==> config.mk <==
export PLATFORM = sky130hd
export DESIGN_NAME = machine_timer_compare_registers
export DESIGN_NICKNAME = d
export VERILOG_FILES = /design/src/rtl/core/mtcr_pkg.sv /design/src/rtl/core/machine_timer_compare_registers.sv
export SDC_FILE = /design/constraint.sdc
export NUM_CORES = 1
export LEC_CHECK = 0
export BUFFER_PORTS_ARGS = -buffer_cell sky130_fd_sc_hd__buf_4
export CAP_MARGIN = 10
export CORE_MARGIN = 4
export CORE_UTILIZATION = 55
export DETAILED_ROUTE_END_ITERATION = 8
export HOLD_SLACK_MARGIN = 0.12
export PLACE_DENSITY = 0.77
export SLEW_MARGIN = 20
export SYNTH_ARGS = -nofsm -noshare
export SYNTH_HDL_FRONTEND = slang
export SYNTH_SLANG_ARGS = --single-unit
==> constraint.sdc <==
create_clock -name aclk -period 4 [get_ports aclk]
set_input_delay 0.4 -clock aclk [delete_from_list [all_inputs] [get_ports aclk]]
set_output_delay 0.4 -clock aclk [all_outputs]
set_load 0.01 [all_outputs]
==> src/rtl/core/mtcr_pkg.sv <==
package mtcr_pkg;

    localparam logic [1:0] REQ_TICK  = 2'd0;
    localparam logic [1:0] REQ_READ  = 2'd1;
    localparam logic [1:0] REQ_WRITE = 2'd2;

    localparam logic [1:0] ERR_NONE      = 2'd0;
    localparam logic [1:0] ERR_UNALIGNED = 2'd1;
    localparam logic [1:0] ERR_RANGE     = 2'd2;

    localparam logic [1:0] WORD_TIMER_LO   = 2'd0;
    localparam logic [1:0] WORD_TIMER_HI   = 2'd1;
    localparam logic [1:0] WORD_COMPARE_LO = 2'd2;
    localparam logic [1:0] WORD_COMPARE_HI = 2'd3;

    typedef struct packed {
        logic [1:0]  req_type;
        logic [11:0] byte_offset;
        logic [31:0] write_data;
        logic [3:0]  byte_enable;
    } request_t;

    typedef struct packed {
        logic [31:0] read_data;
        logic [1:0]  access_error;
        logic        timer_irq;
    } result_t;

endpackage

==> src/rtl/core/machine_timer_compare_registers.sv <==
// Machine timer with a 64-bit count and a 64-bit compare value, reached as four
// 32-bit words at byte offsets 0, 4, 8 and 12 (count low, count high, compare low,
// compare high). An item is a tick, a read, a write or of the unused type; each
// yields exactly one result item. Reading a high word captures the matching low
// word, so the next low read returns a consistent half; a write to either half
// of a pair drops that capture. A tick reports timer_irq when the incremented
// count is strictly above the compare value; holding a pending bit is up to the
// consumer. The block takes one item per cycle while its results are taken; an
// input register and a result register bracket the combinational 64-bit
// increment and compare. While a result waits to be taken, one more item can
// still enter the input register.
module machine_timer_compare_registers (
    input  logic        aclk,
    input  logic        aresetn,
    input  logic        s_valid,
    output logic        s_ready,
    input  logic [1:0]  s_req_type,
    input  logic [11:0] s_byte_offset,
    input  logic [31:0] s_write_data,
    input  logic [3:0]  s_byte_enable,
    output logic        m_valid,
    input  logic        m_ready,
    output logic [31:0] m_read_data,
    output logic [1:0]  m_access_error,
    output logic        m_timer_irq
);

    logic               in_valid_reg;
    mtcr_pkg::request_t in_reg;
    logic               out_valid_reg;
    mtcr_pkg::result_t  out_reg;
    mtcr_pkg::result_t  out_next;

    logic [63:0] timer_count_reg;
    logic [63:0] timer_count_next;
    logic [63:0] compare_value_reg;
    logic [63:0] compare_value_next;
    logic [31:0] timer_low_latch_reg;
    logic [31:0] timer_low_latch_next;
    logic        timer_latch_valid_reg;
    logic        timer_latch_valid_next;
    logic [31:0] compare_low_latch_reg;
    logic [31:0] compare_low_latch_next;
    logic        compare_latch_valid_reg;
    logic        compare_latch_valid_next;

    logic        proc_fire;
    logic [1:0]  word_sel;
    logic [31:0] byte_mask;
    logic [31:0] old_word;
    logic [31:0] merged_word;
    logic [63:0] timer_inc;

    assign proc_fire = in_valid_reg && (!out_valid_reg || m_ready);
    assign s_ready   = !in_valid_reg || proc_fire;
    assign word_sel  = in_reg.byte_offset[3:2];
    assign timer_inc = timer_count_reg + 64'd1;

    always_comb begin
        for (int i = 0; i < 4; i++) begin
            byte_mask[8*i +: 8] = {8{in_reg.byte_enable[i]}};
        end
        case (word_sel)
            mtcr_pkg::WORD_TIMER_LO:   old_word = timer_count_reg[31:0];
            mtcr_pkg::WORD_TIMER_HI:   old_word = timer_count_reg[63:32];
            mtcr_pkg::WORD_COMPARE_LO: old_word = compare_value_reg[31:0];
            default:                   old_word = compare_value_reg[63:32];
        endcase
        merged_word = (in_reg.write_data & byte_mask) | (old_word & ~byte_mask);
    end

    always_comb begin
        timer_count_next         = timer_count_reg;
        compare_value_next       = compare_value_reg;
        timer_low_latch_next     = timer_low_latch_reg;
        timer_latch_valid_next   = timer_latch_valid_reg;
        compare_low_latch_next   = compare_low_latch_reg;
        compare_latch_valid_next = compare_latch_valid_reg;
        out_next                 = '0;

        case (in_reg.req_type)
            mtcr_pkg::REQ_TICK: begin
                timer_count_next   = timer_inc;
                out_next.timer_irq = timer_inc > compare_value_reg;
            end
            mtcr_pkg::REQ_READ, mtcr_pkg::REQ_WRITE: begin
                if (in_reg.byte_offset[1:0] != 2'd0) begin
                    out_next.access_error = mtcr_pkg::ERR_UNALIGNED;
                end else if (in_reg.byte_offset[11:4] != 8'd0) begin
                    out_next.access_error = mtcr_pkg::ERR_RANGE;
                end else if (in_reg.req_type == mtcr_pkg::REQ_WRITE) begin
                    case (word_sel)
                        mtcr_pkg::WORD_TIMER_LO: begin
                            timer_count_next[31:0] = merged_word;
                            timer_latch_valid_next = 1'b0;
                        end
                        mtcr_pkg::WORD_TIMER_HI: begin
                            timer_count_next[63:32] = merged_word;
                            timer_latch_valid_next  = 1'b0;
                        end
                        mtcr_pkg::WORD_COMPARE_LO: begin
                            compare_value_next[31:0] = merged_word;
                            compare_latch_valid_next = 1'b0;
                        end
                        default: begin
                            compare_value_next[63:32] = merged_word;
                            compare_latch_valid_next  = 1'b0;
                        end
                    endcase
                end else begin
                    case (word_sel)
                        mtcr_pkg::WORD_TIMER_LO: begin
                            if (timer_latch_valid_reg) begin
                                out_next.read_data     = timer_low_latch_reg;
                                timer_latch_valid_next = 1'b0;
                            end else begin
                                out_next.read_data = timer_count_reg[31:0];
                            end
                        end
                        mtcr_pkg::WORD_TIMER_HI: begin
                            timer_low_latch_next   = timer_count_reg[31:0];
                            timer_latch_valid_next = 1'b1;
                            out_next.read_data     = timer_count_reg[63:32];
                        end
                        mtcr_pkg::WORD_COMPARE_LO: begin
                            if (compare_latch_valid_reg) begin
                                out_next.read_data       = compare_low_latch_reg;
                                compare_latch_valid_next = 1'b0;
                            end else begin
                                out_next.read_data = compare_value_reg[31:0];
                            end
                        end
                        default: begin
                            compare_low_latch_next   = compare_value_reg[31:0];
                            compare_latch_valid_next = 1'b1;
                            out_next.read_data       = compare_value_reg[63:32];
                        end
                    endcase
                end
            end
            default: begin
                out_next = '0;
            end
        endcase
    end

    always_ff @(posedge aclk) begin
        if (!aresetn) begin
            in_valid_reg            <= 1'b0;
            out_valid_reg           <= 1'b0;
            timer_count_reg         <= '0;
            compare_value_reg       <= '0;
            timer_low_latch_reg     <= '0;
            timer_latch_valid_reg   <= 1'b0;
            compare_low_latch_reg   <= '0;
            compare_latch_valid_reg <= 1'b0;
        end else begin
            if (s_ready) begin
                in_valid_reg <= s_valid;
            end
            if (proc_fire) begin
                out_valid_reg           <= 1'b1;
                timer_count_reg         <= timer_count_next;
                compare_value_reg       <= compare_value_next;
                timer_low_latch_reg     <= timer_low_latch_next;
                timer_latch_valid_reg   <= timer_latch_valid_next;
                compare_low_latch_reg   <= compare_low_latch_next;
                compare_latch_valid_reg <= compare_latch_valid_next;
            end else if (m_ready) begin
                out_valid_reg <= 1'b0;
            end
        end
    end

    always_ff @(posedge aclk) begin
        if (s_valid && s_ready) begin
            in_reg.req_type    <= s_req_type;
            in_reg.byte_offset <= s_byte_offset;
            in_reg.write_data  <= s_write_data;
            in_reg.byte_enable <= s_byte_enable;
        end
        if (proc_fire) begin
            out_reg <= out_next;
        end
    end

    assign m_valid        = out_valid_reg;
    assign m_read_data    = out_reg.read_data;
    assign m_access_error = out_reg.access_error;
    assign m_timer_irq    = out_reg.timer_irq;

    assert property (@(posedge aclk) disable iff (!aresetn)
        proc_fire && in_reg.req_type == mtcr_pkg::REQ_TICK
        |=> timer_count_reg == $past(timer_count_reg) + 64'd1)
        else $error("Tick did not advance the timer by one.");

    assert property (@(posedge aclk) disable iff (!aresetn)
        !proc_fire |=> $stable(timer_count_reg) && $stable(compare_value_reg))
        else $error("Timer state changed without an item being processed.");

    assert property (@(posedge aclk) disable iff (!aresetn)
        m_valid && m_access_error != mtcr_pkg::ERR_NONE
        |-> m_read_data == 32'd0 && !m_timer_irq)
        else $error("Error result carries data or an interrupt.");

    assert property (@(posedge aclk) disable iff (!aresetn)
        proc_fire |=> m_valid)
        else $error("Processed item produced no result.");

endmodule

==> impl_metrics.tcl, run 1 <==
set metrics [dict create \
    yosys-top-cells-area "dfxtp_1, edfxtp_1, nand2_1" \
    crit_type "flip-flop to flip-flop" \
    setup_viol 0 \
    vias 15400 \
    yosysTopAreaCell "dfxtp_1" \
    viasPerCell 6.45 \
    ant_nets 0 \
    dpl_worst_slack_ns 0.0296 \
    final_cell_mix "nand2_1, buf_4, dfxtp_1, mux2i_1, edfxtp_1" \
    final_area_um2 19700 \
    yosys_register_bits 281 \
    hp-class "input port to flip-flop" \
    area_growth_pct 17.9 \
    die_h_um 182 \
    grt_start_max_net_pins 113 \
    cp.arrival_ns 4.15 \
    fp-row-count 63 \
    syn_inst 1849 \
    layout_setup_ws_ns 0.160 \
    cts.path.max_buffers 3 \
    netlist.area_leader.share_pct 23.5 \
    grt_pass1_vias 14900 \
    grt_first_pass_wirelength_um 85300 \
    required_ns 4.31 \
    r2r_setup_slack_ns 0.16 \
    synth_cell_type_count 75 \
    cap_viol_max_count 0 \
    yosysWarnings 0 \
    dp.cells 2276 \
    place_congestion 1.04 \
    cp-end-kind "flip-flop" \
    drc 0 \
    syn_avg_cell_area_um2 9.04 \
    leakagePower_nw 7.87 \
    dpl.hpwl_um 38700 \
    ios 91 \
    core_region_area_um2 29800 \
    start_kind "flip-flop" \
    whs_ns 0.177 \
    ctsHtreeMaxLevel 1 \
    p_per_area_nw_per_um2 328 \
    first_pass_iters 5 \
    slew_headroom_pct 24.1 \
    grt_usage_pct 32.3 \
    hold_viol_final 0 \
    cts.sinks 281 \
    critPathMaxFanout 6 \
    grt_overflow 0 \
    layout_commonest_cell "nand2_1" \
    nNetsFinal 2094 \
    dpl_cell_area_um2 18200 \
    synth-async-reset-ratio_pct 0 \
    die_w_um 182 \
    min_period_ns 3.84 \
    cts_tree "yes" \
    status "completed" \
    clock_insertion_delay_worst_skew_ns 0.57 \
    initial_core_util_pct 56.1 \
    use_met2_pct 50.8 \
    fin_crit_sh_pct 96.0 \
    ys.flop_type "dfxtp_1" \
    slew_viol_final 0 \
    ys_seq_area_share_pct 38.7 \
    worst_pin_slew_ns 1.14 \
    layoutNonFillerInstCount 2385 \
    finalWirelength_um 55100 \
    synth-edff-count 85 \
    use_met3_pct 5.34 \
    max_freq_mhz 260 \
    setup-tns-final_ns 0 \
    fin_skew_ns 0.0104 \
    diodes 0 \
    antenna_found_initial 1 \
    syn_area_um2 16700 \
    syn-num-nets 1972 \
    busiest_layer "met2" \
    peakVddDrop_mv 0.307 \
    grtUsageMet1_pct 45.6 \
    final_layout_size_suffix_gt1_share_pct 15.9 \
    clkSlewWorstSetupHoldPaths_ns 0.07 \
    clock-root-buffer "clkbuf_16" \
    portBuffers 90 \
    wl_per_cell_um 23.1 \
    numCtsBuffers 30 \
    die_area_um2 33300 \
    drtIter0Drc 2057 \
]
==> path summary, 6_finish.rpt <==
check | startpoint | end | depth (start not counted)
worst max-delay path | timer_count_reg[40] | m_timer_irq | 14
worst min register to register | timer_low_latch_reg[21] | timer_low_latch_reg[21] | 2
worst max register to register | timer_count_reg[40] | m_timer_irq | 14
worst min-delay path | m_ready | m_valid | 3
==> cell usage after synthesis, types with 9 or more instances <==
library cell	count
or3_1	9
o21ai_0	62
nor2b_1	21
edfxtp_1	85
a211oi_1	24
nor2_1	69
and3_1	18
dfxtp_1	196
nand3_1	45
a32o_1	9
buf_1	18
o31ai_1	14
o211ai_1	29
ha_1	69
a21oi_1	66
nand4_1	30
nor3_1	25
nand2b_1	14
o211a_1	64
nand2_1	320
clkbuf_1	131
nor4_1	10
mux4_2	32
o22ai_1	10
xnor2_1	43
mux2i_1	105
inv_1	82
xor2_1	19
and4_1	16
buf_2	14
a21boi_0	80
==> area by class of cell <==
class / instances / area (um2)
timing repair buffer: 258 / 2100
tap: 390 / 488
clock inverter: 8 / 114
sequential: 281 / 6480
fill: 2415 / 10100
clock buffer: 48 / 880
inverter: 84 / 315
multi-input combinational: 1316 / 9340
==> power by group <==
part	internal, mW	switching, mW	total [mW]
Combinational	0.235	0.329	0.564
Clock	1.69	1.18	2.87
Sequential	2.99	0.0441	3.04
Total	4.91	1.55	6.47
==> per-layer routing <==
metal  part of all wire, %  vias to the layer above  wire (um)
met3                    10                      159       5780
met4                   3.5                        0       1920
met5                     0                        -          0
met2                    45                      897      24800
li1                      -                     6898          -
met1                    41                     7435      22600
==> metrics by stage <==
step                utilization [%]  power (mW)
global route                   66.2        6.64
finish                         66.2        6.47
global placement               60.9        3.59
detailed placement             60.9        3.60
CTS                            66.0        6.46
floorplan                         -        3.39
==> kinds of logic after synthesis <==
family	count (synthesis)	synth area share [%]
AOI/OAI and AO/OA	436	19.2
xor gates and xnor gates	62	3.25
adders and majority gates	69	5.16
buffers and inverters	252	5.82
DFF	281	38.7
muxes	139	10.8
and+or+nand+nor	610	17.0
==> critical path, cell delays in order, from the launching register on <==
cell and delay [ns]:
dfxtp_1 0.33, nand4_1 0.16, or4_4 0.59, or3_4 0.39
or2_1 0.32, nor2_1 0.18, xnor2_1 0.08, ha_1 0.30
nand4_1 0.20, nor4_2 0.32, buf_4 0.15, nand3_1 0.10
o31ai_2 0.24, a31o_2 0.14, o31ai_1 0.05
==> timing repair <==
action	in CTS	in global routing
setup buffers	0	2
endpoints found under the setup margin	0	1
hold endpoints to repair	51	0
hold buffers	51	0
resized for setup	0	11
Power figures use the tool's default switching activity.
==> run 2, diff against run 1 <==
==> constraint.sdc (replaced) <==
create_clock -name aclk -period 3.1 [get_ports aclk]
set_input_delay 0.31 -clock aclk [delete_from_list [all_inputs] [get_ports aclk]]
set_output_delay 0.31 -clock aclk [all_outputs]
set_load 0.01 [all_outputs]
==> run 2 against run 1 <==
Against the previous run: via count rose by 4.7%; hold slack better by 0.041 ns; die area stayed put; critical path depth shrank 1; clock-buffer cell count fell by 8; the flow now finishes with violations (negative setup slack); sequential share of layout area is 1.8 points lower.
==> impl_metrics.tcl, run 2 (synthesized netlist as in run 1, its figures left out) <==
set metrics [dict create \
    layout_setup_ws_ns -0.739 \
    fin_crit_sh_pct 124 \
    cap_viol_max_count 0 \
    multiInputGateArea_um2 9360 \
    antenna_found_initial 1 \
    status "complete, but fails checks" \
    diodes 0 \
    cts_tree "yes" \
    cts.sinks 281 \
    setup_viol 1 \
    slew_viol_final 0 \
    die_h_um 182 \
    ios 91 \
    viasPerCell 6.36 \
    dpl.hpwl_um 43100 \
    final_layout_size_suffix_gt1_share_pct 22.3 \
    grt_first_pass_wirelength_um 91700 \
    place_congestion 1.03 \
    first_pass_iters 5 \
    worst_pin_slew_ns 0.834 \
    grt_usage_pct 35.1 \
    numCtsBuffers 31 \
    clkSlewWorstSetupHoldPaths_ns 0.06 \
    regArea_um2 6490 \
    ant_nets 0 \
    wl_per_cell_um 23.7 \
    cp.arrival_ns 4.15 \
    clock-root-buffer "clkbuf_16" \
    nNetsFinal 2239 \
    layout_commonest_cell "buf_4" \
    dp.cells 2419 \
    fin_util_pct 70.2 \
    layoutNonFillerInstCount 2531 \
    slew_headroom_pct 44.3 \
    p_per_area_nw_per_um2 399 \
    cp-startpoint "timer_count_reg[32]" \
    hp-class "input port to flip-flop" \
    crit_type "flip-flop to flip-flop" \
    initial_core_util_pct 56.1 \
    ctsHtreeMaxLevel 1 \
    min_period_ns 3.84 \
    r2r-start "timer_count_reg[32]" \
    cp-end-kind "flip-flop" \
    die_w_um 182 \
    die_area_um2 33300 \
    dpl_cell_area_um2 19300 \
    area_growth_pct 25.1 \
    start_kind "flip-flop" \
    leakagePower_nw 8.64 \
    clock_insertion_delay_worst_skew_ns 0.58 \
    violations "negative setup slack" \
    portBuffers 90 \
    fp-row-count 63 \
    grt_start_max_net_pins 72 \
    core_region_area_um2 29800 \
    final_area_um2 20900 \
    vias 16100 \
    finalWirelength_um 60100 \
    max_freq_mhz 260 \
    rsz0062_at_grt "true" \
    grt_overflow 0 \
    final_cell_mix "buf_4, nand2_1, dfxtp_1, mux2i_1, edfxtp_1" \
    power_mw 8.34 \
    peakVddDrop_mv 0.420 \
    drtIter0Drc 1949 \
    hold_viol_final 0 \
    required_ns 3.41 \
    fill_cells 2304 \
    whs_ns 0.218 \
    min_from "aresetn" \
    drc 0 \
    fin_skew_ns 0.0146 \
    cts.path.max_buffers 3 \
    critPathMaxFanout 3 \
    grt_pass1_vias 15700 \
]
[run 2: cell types whose count changed in the layout (fill, tap and decap cells not counted), sizes merged, moves of 2 or more]
cell	before	now
buf	207	349
bufinv	3	1
clkbuf	48	40
clkinv	4	13
clkinvlp	1	3
dlygate4sd3	51	53
[run 2: worst max-delay path: stages (launching register included)]
cell and delay [ns]:
dfxtp_2 0.36, nand4_4 0.11, or4_4 0.55, or3_4 0.40, or2_4 0.25, or3_4 0.38, xnor2_1 0.13, ha_1 0.27
nand4_1 0.15, nor4_4 0.39, nand3_2 0.15, o31ai_4 0.21, a31o_2 0.14, o31ai_1 0.07
[run 2: metrics by stage]
step,TNS [ns],setup slack (ns)
2_1_floorplan,-0.458,-0.458
3_3_place_gp,-0.629,-0.629
3_5_place_dp,-0.731,-0.731
4_1_cts,-0.646,-0.646
5_1_grt,-0.886,-0.886
6_report,-0.739,-0.739
[run 2: what timing repair did]
action | 4_1_cts | 5_1_grt
setup buffers | 0 | 1
endpoints found under the hold margin | 52 | 0
pin swaps | 0 | 3
hold buffers | 53 | 0
gates cloned | 0 | 0
resized for setup | 9 | 8
endpoints found under the setup margin | 1 | 1
[run 2: path summary, 6_finish.rpt]
check | to | slack (ns) | cells past startpoint
worst min register to register | compare_low_latch_reg[8] | 0.46 | 2
worst max register to register | m_timer_irq | -0.74 | 13
worst max-delay path | m_timer_irq | -0.74 | 13
worst min-delay path | compare_value_reg[18] | 0.22 | 2
[run 2: power breakdown]
group	switching, mW	internal [mW]	leakage (nW)
Sequential	0.0542	3.86	2.39
Clock	1.57	2.06	0.489
Combinational	0.460	0.339	5.77
Total	2.08	6.26	8.64
[run 2: layout make-up]
class	instances	area share, %
clock buffers	40	4.16
clock inverters	18	0.598
inverters	84	1.51
multi-input cells	1316	44.7
flip-flops and latches	281	31.0
well taps	390	2.33
repair buffers	402	15.7
[run 2: routing by layer]
| metal | up-vias | global-route usage (%) | wire length (um) |
|---|---|---|---|
| met5 | - | 0 | 13 |
| met3 | 169 | 8.41 | 6800 |
| met4 | 2 | 11.7 | 2310 |
| li1 | 7192 | - | - |
| met1 | 7743 | 48.4 | 24300 |
| met2 | 999 | 54.6 | 26700 |
==> run 3, diff against run 2 <==
--- a/config.mk
+++ b/config.mk
@@ -12,6 +12,7 @@
 export DETAILED_ROUTE_END_ITERATION = 8
 export HOLD_SLACK_MARGIN = 0.12
 export PLACE_DENSITY = 0.77
+export RECOVER_POWER = 25
 export SLEW_MARGIN = 20
 export SYNTH_ARGS = -nofsm -noshare
 export SYNTH_HDL_FRONTEND = slang
==> run 3 against run 2 <==
Against the previous run: the run ends with max-capacitance violations, max-slew violations, negative setup slack left; clock power is essentially flat; fmax grew 0.20%; non-clock buffer count is the same; combinational power fell by 3.4%; utilization down 0.54 points; sequential cell count stayed put; worst setup slack improved by 0.0076 ns; clock skew shrank 0.00084 ns; first-iteration DRC count shrank 2.5%; critical path type unchanged; largest power group unchanged.
==> impl_metrics.tcl, run 3 (synthesized netlist as in run 1, its figures left out) <==
set metrics [dict create \
    cts_tree "yes" \
    fp-row-count 63 \
    fin_crit_sh_pct 124 \
    critical_path_depth 13 \
    portBuffers 90 \
    finalWirelength_um 60000 \
    die_w_um 182 \
    r2r_setup_slack_ns -0.73 \
    initial_core_util_pct 56.1 \
    cp-end-kind "flip-flop" \
    leakagePower_nw 8.49 \
    clkSlewWorstSetupHoldPaths_ns 0.06 \
    drc 0 \
    first_pass_iters 5 \
    final_cell_mix "nand2_1, buf_4, dfxtp_1, mux2i_1, edfxtp_1" \
    cp_common_cell "or3_4" \
    layout_commonest_cell "nand2_1" \
    setup_viol 9 \
    cap_viol_max_count 1 \
    slew_headroom_pct -9.81 \
    grt_pass1_vias 15700 \
    grt_first_pass_wirelength_um 91700 \
    crit_type "flip-flop to flip-flop" \
    start_kind "flip-flop" \
    violations "max-capacitance violations, max-slew violations, negative setup slack" \
    nNetsFinal 2239 \
    numCtsBuffers 31 \
    max_freq_mhz 261 \
    die_h_um 182 \
    layout_setup_ws_ns -0.731 \
    cp.buffers_inverters 0 \
    ant_nets 0 \
    ctsHtreeMaxLevel 1 \
    ios 91 \
    viasPerCell 6.38 \
    grt_usage_pct 35.1 \
    place_congestion 1.03 \
    core_region_area_um2 29800 \
    path_cells "nand4_4, or4_4, or3_4, or2_4, or3_4, xnor2_1, ha_1, nand4_1, nor4_4, nand3_2, o31ai_4, a31o_2, o31ai_1" \
    holdPathEnd "compare_value_reg[18]" \
    grt_start_max_net_pins 72 \
    slowest_delay_ns 0.54 \
    whs_ns 0.215 \
    die_area_um2 33300 \
    antenna_found_initial 1 \
    drtIter0Drc 1900 \
    cp.arrival_ns 4.15 \
    fin_skew_ns 0.0138 \
    wl_per_cell_um 23.7 \
    final_layout_size_suffix_gt1_share_pct 20.4 \
    min_path_cells 2 \
    p_per_area_nw_per_um2 401 \
    clock-root-buffer "clkbuf_16" \
    area_growth_pct 24.2 \
    min_from "aresetn" \
    rsz0062_at_grt "true" \
    peakVddDrop_mv 0.418 \
    regToRegEndpoint "m_timer_irq" \
    cp-startpoint "timer_count_reg[32]" \
    critPathMaxFanout 3 \
    cts.path.max_buffers 3 \
    critPathTopFamily "simple AND/OR/NAND/NOR gates" \
    diodes 0 \
    required_ns 3.42 \
    vias 16100 \
    r2r-start "timer_count_reg[32]" \
    grt_overflow 0 \
    dpl.hpwl_um 43100 \
    worst_pin_slew_ns 1.65 \
    cts.sinks 281 \
    min_period_ns 3.83 \
    status "complete, but fails checks" \
    power_mw 8.32 \
    slew_viol_final 23 \
    crit_slowest_cell "or4_4" \
    hp-class "input port to flip-flop" \
    clock_insertion_delay_worst_skew_ns 0.58 \
    r2r_cells 13 \
    hold_viol_final 0 \
    fill_cells 2359 \
]
## run 3: changes by cell type in the layout (fill, tap and decap cells not counted), sizes merged
cell,delta
buf,-87
clkbuf,+87
## run 3: what timing repair did
| action | 4_1_cts | 5_1_grt |
|---|---|---|
| buffers inserted | 0 | 1 |
| hold endpoints to repair | 52 | 0 |
| hold buffers | 53 | 0 |
| gates resized for setup | 9 | 8 |
| pin swaps | 0 | 3 |
| endpoints found under the setup margin | 1 | 1 |
## run 3: power breakdown
part           internal [mW]  switching, mW  leakage (nW)
clock                   2.06           1.57         0.489
sequential              3.86         0.0533          2.39
combinational          0.314          0.458          5.62
## run 3: per-layer routing
metal  GRT usage [%]  vias to the layer above  routed length (um)
met3            8.41                      163                6940
met1            48.4                     7761               24100
li1                -                     7209                   -
met4            11.7                        2                2280
met2            54.6                     1009               26700
met5               0                        -                  13
## run 3: area by class of cell
class                           instances  area [um2]  share of cell area, %
Clock buffer                           40         871                   4.19
Clock inverter                         18         125                  0.603
Sequential cell                       281        6490                   31.3
Tap cell                              390         488                   2.35
Timing Repair Buffer                  402        3130                   15.1
Multi-Input combinational cell       1316        9340                   45.0
Inverter                               84         315                   1.52
## run 3: worst register-to-register path: stages (launching register included)
cell and delay [ns]:
dfxtp_2 0.36, nand4_4 0.11, or4_4 0.54, or3_4 0.40, or2_4 0.25, or3_4 0.38, xnor2_1 0.13, ha_1 0.27
nand4_1 0.15, nor4_4 0.39, nand3_2 0.15, o31ai_4 0.21, a31o_2 0.14, o31ai_1 0.07
## run 3: how the worst max path moves through the flow
stage	endpoint	slack [ns]
after floorplan	m_timer_irq	-0.46
after global placement	m_timer_irq	-0.63
after detailed placement	m_timer_irq	-0.73
after CTS	m_timer_irq	-0.65
after global routing	m_timer_irq	-0.89
final	m_timer_irq	-0.73
## run 3: per-stage QoR
stage | setup WS, ns | instance area, um2 | util (%) | cells | TNS [ns]
global route | -0.886 | 20800 | 69.7 | 2531 | -4.50
CTS | -0.646 | 20900 | 70.1 | 2530 | -0.646
floorplan | -0.458 | 16700 | - | 1849 | -0.458
finish | -0.731 | 20800 | 69.7 | 2531 | -1.05
global placement | -0.629 | 19300 | 64.9 | 2419 | -0.629
detailed placement | -0.731 | 19300 | 64.9 | 2419 | -0.731
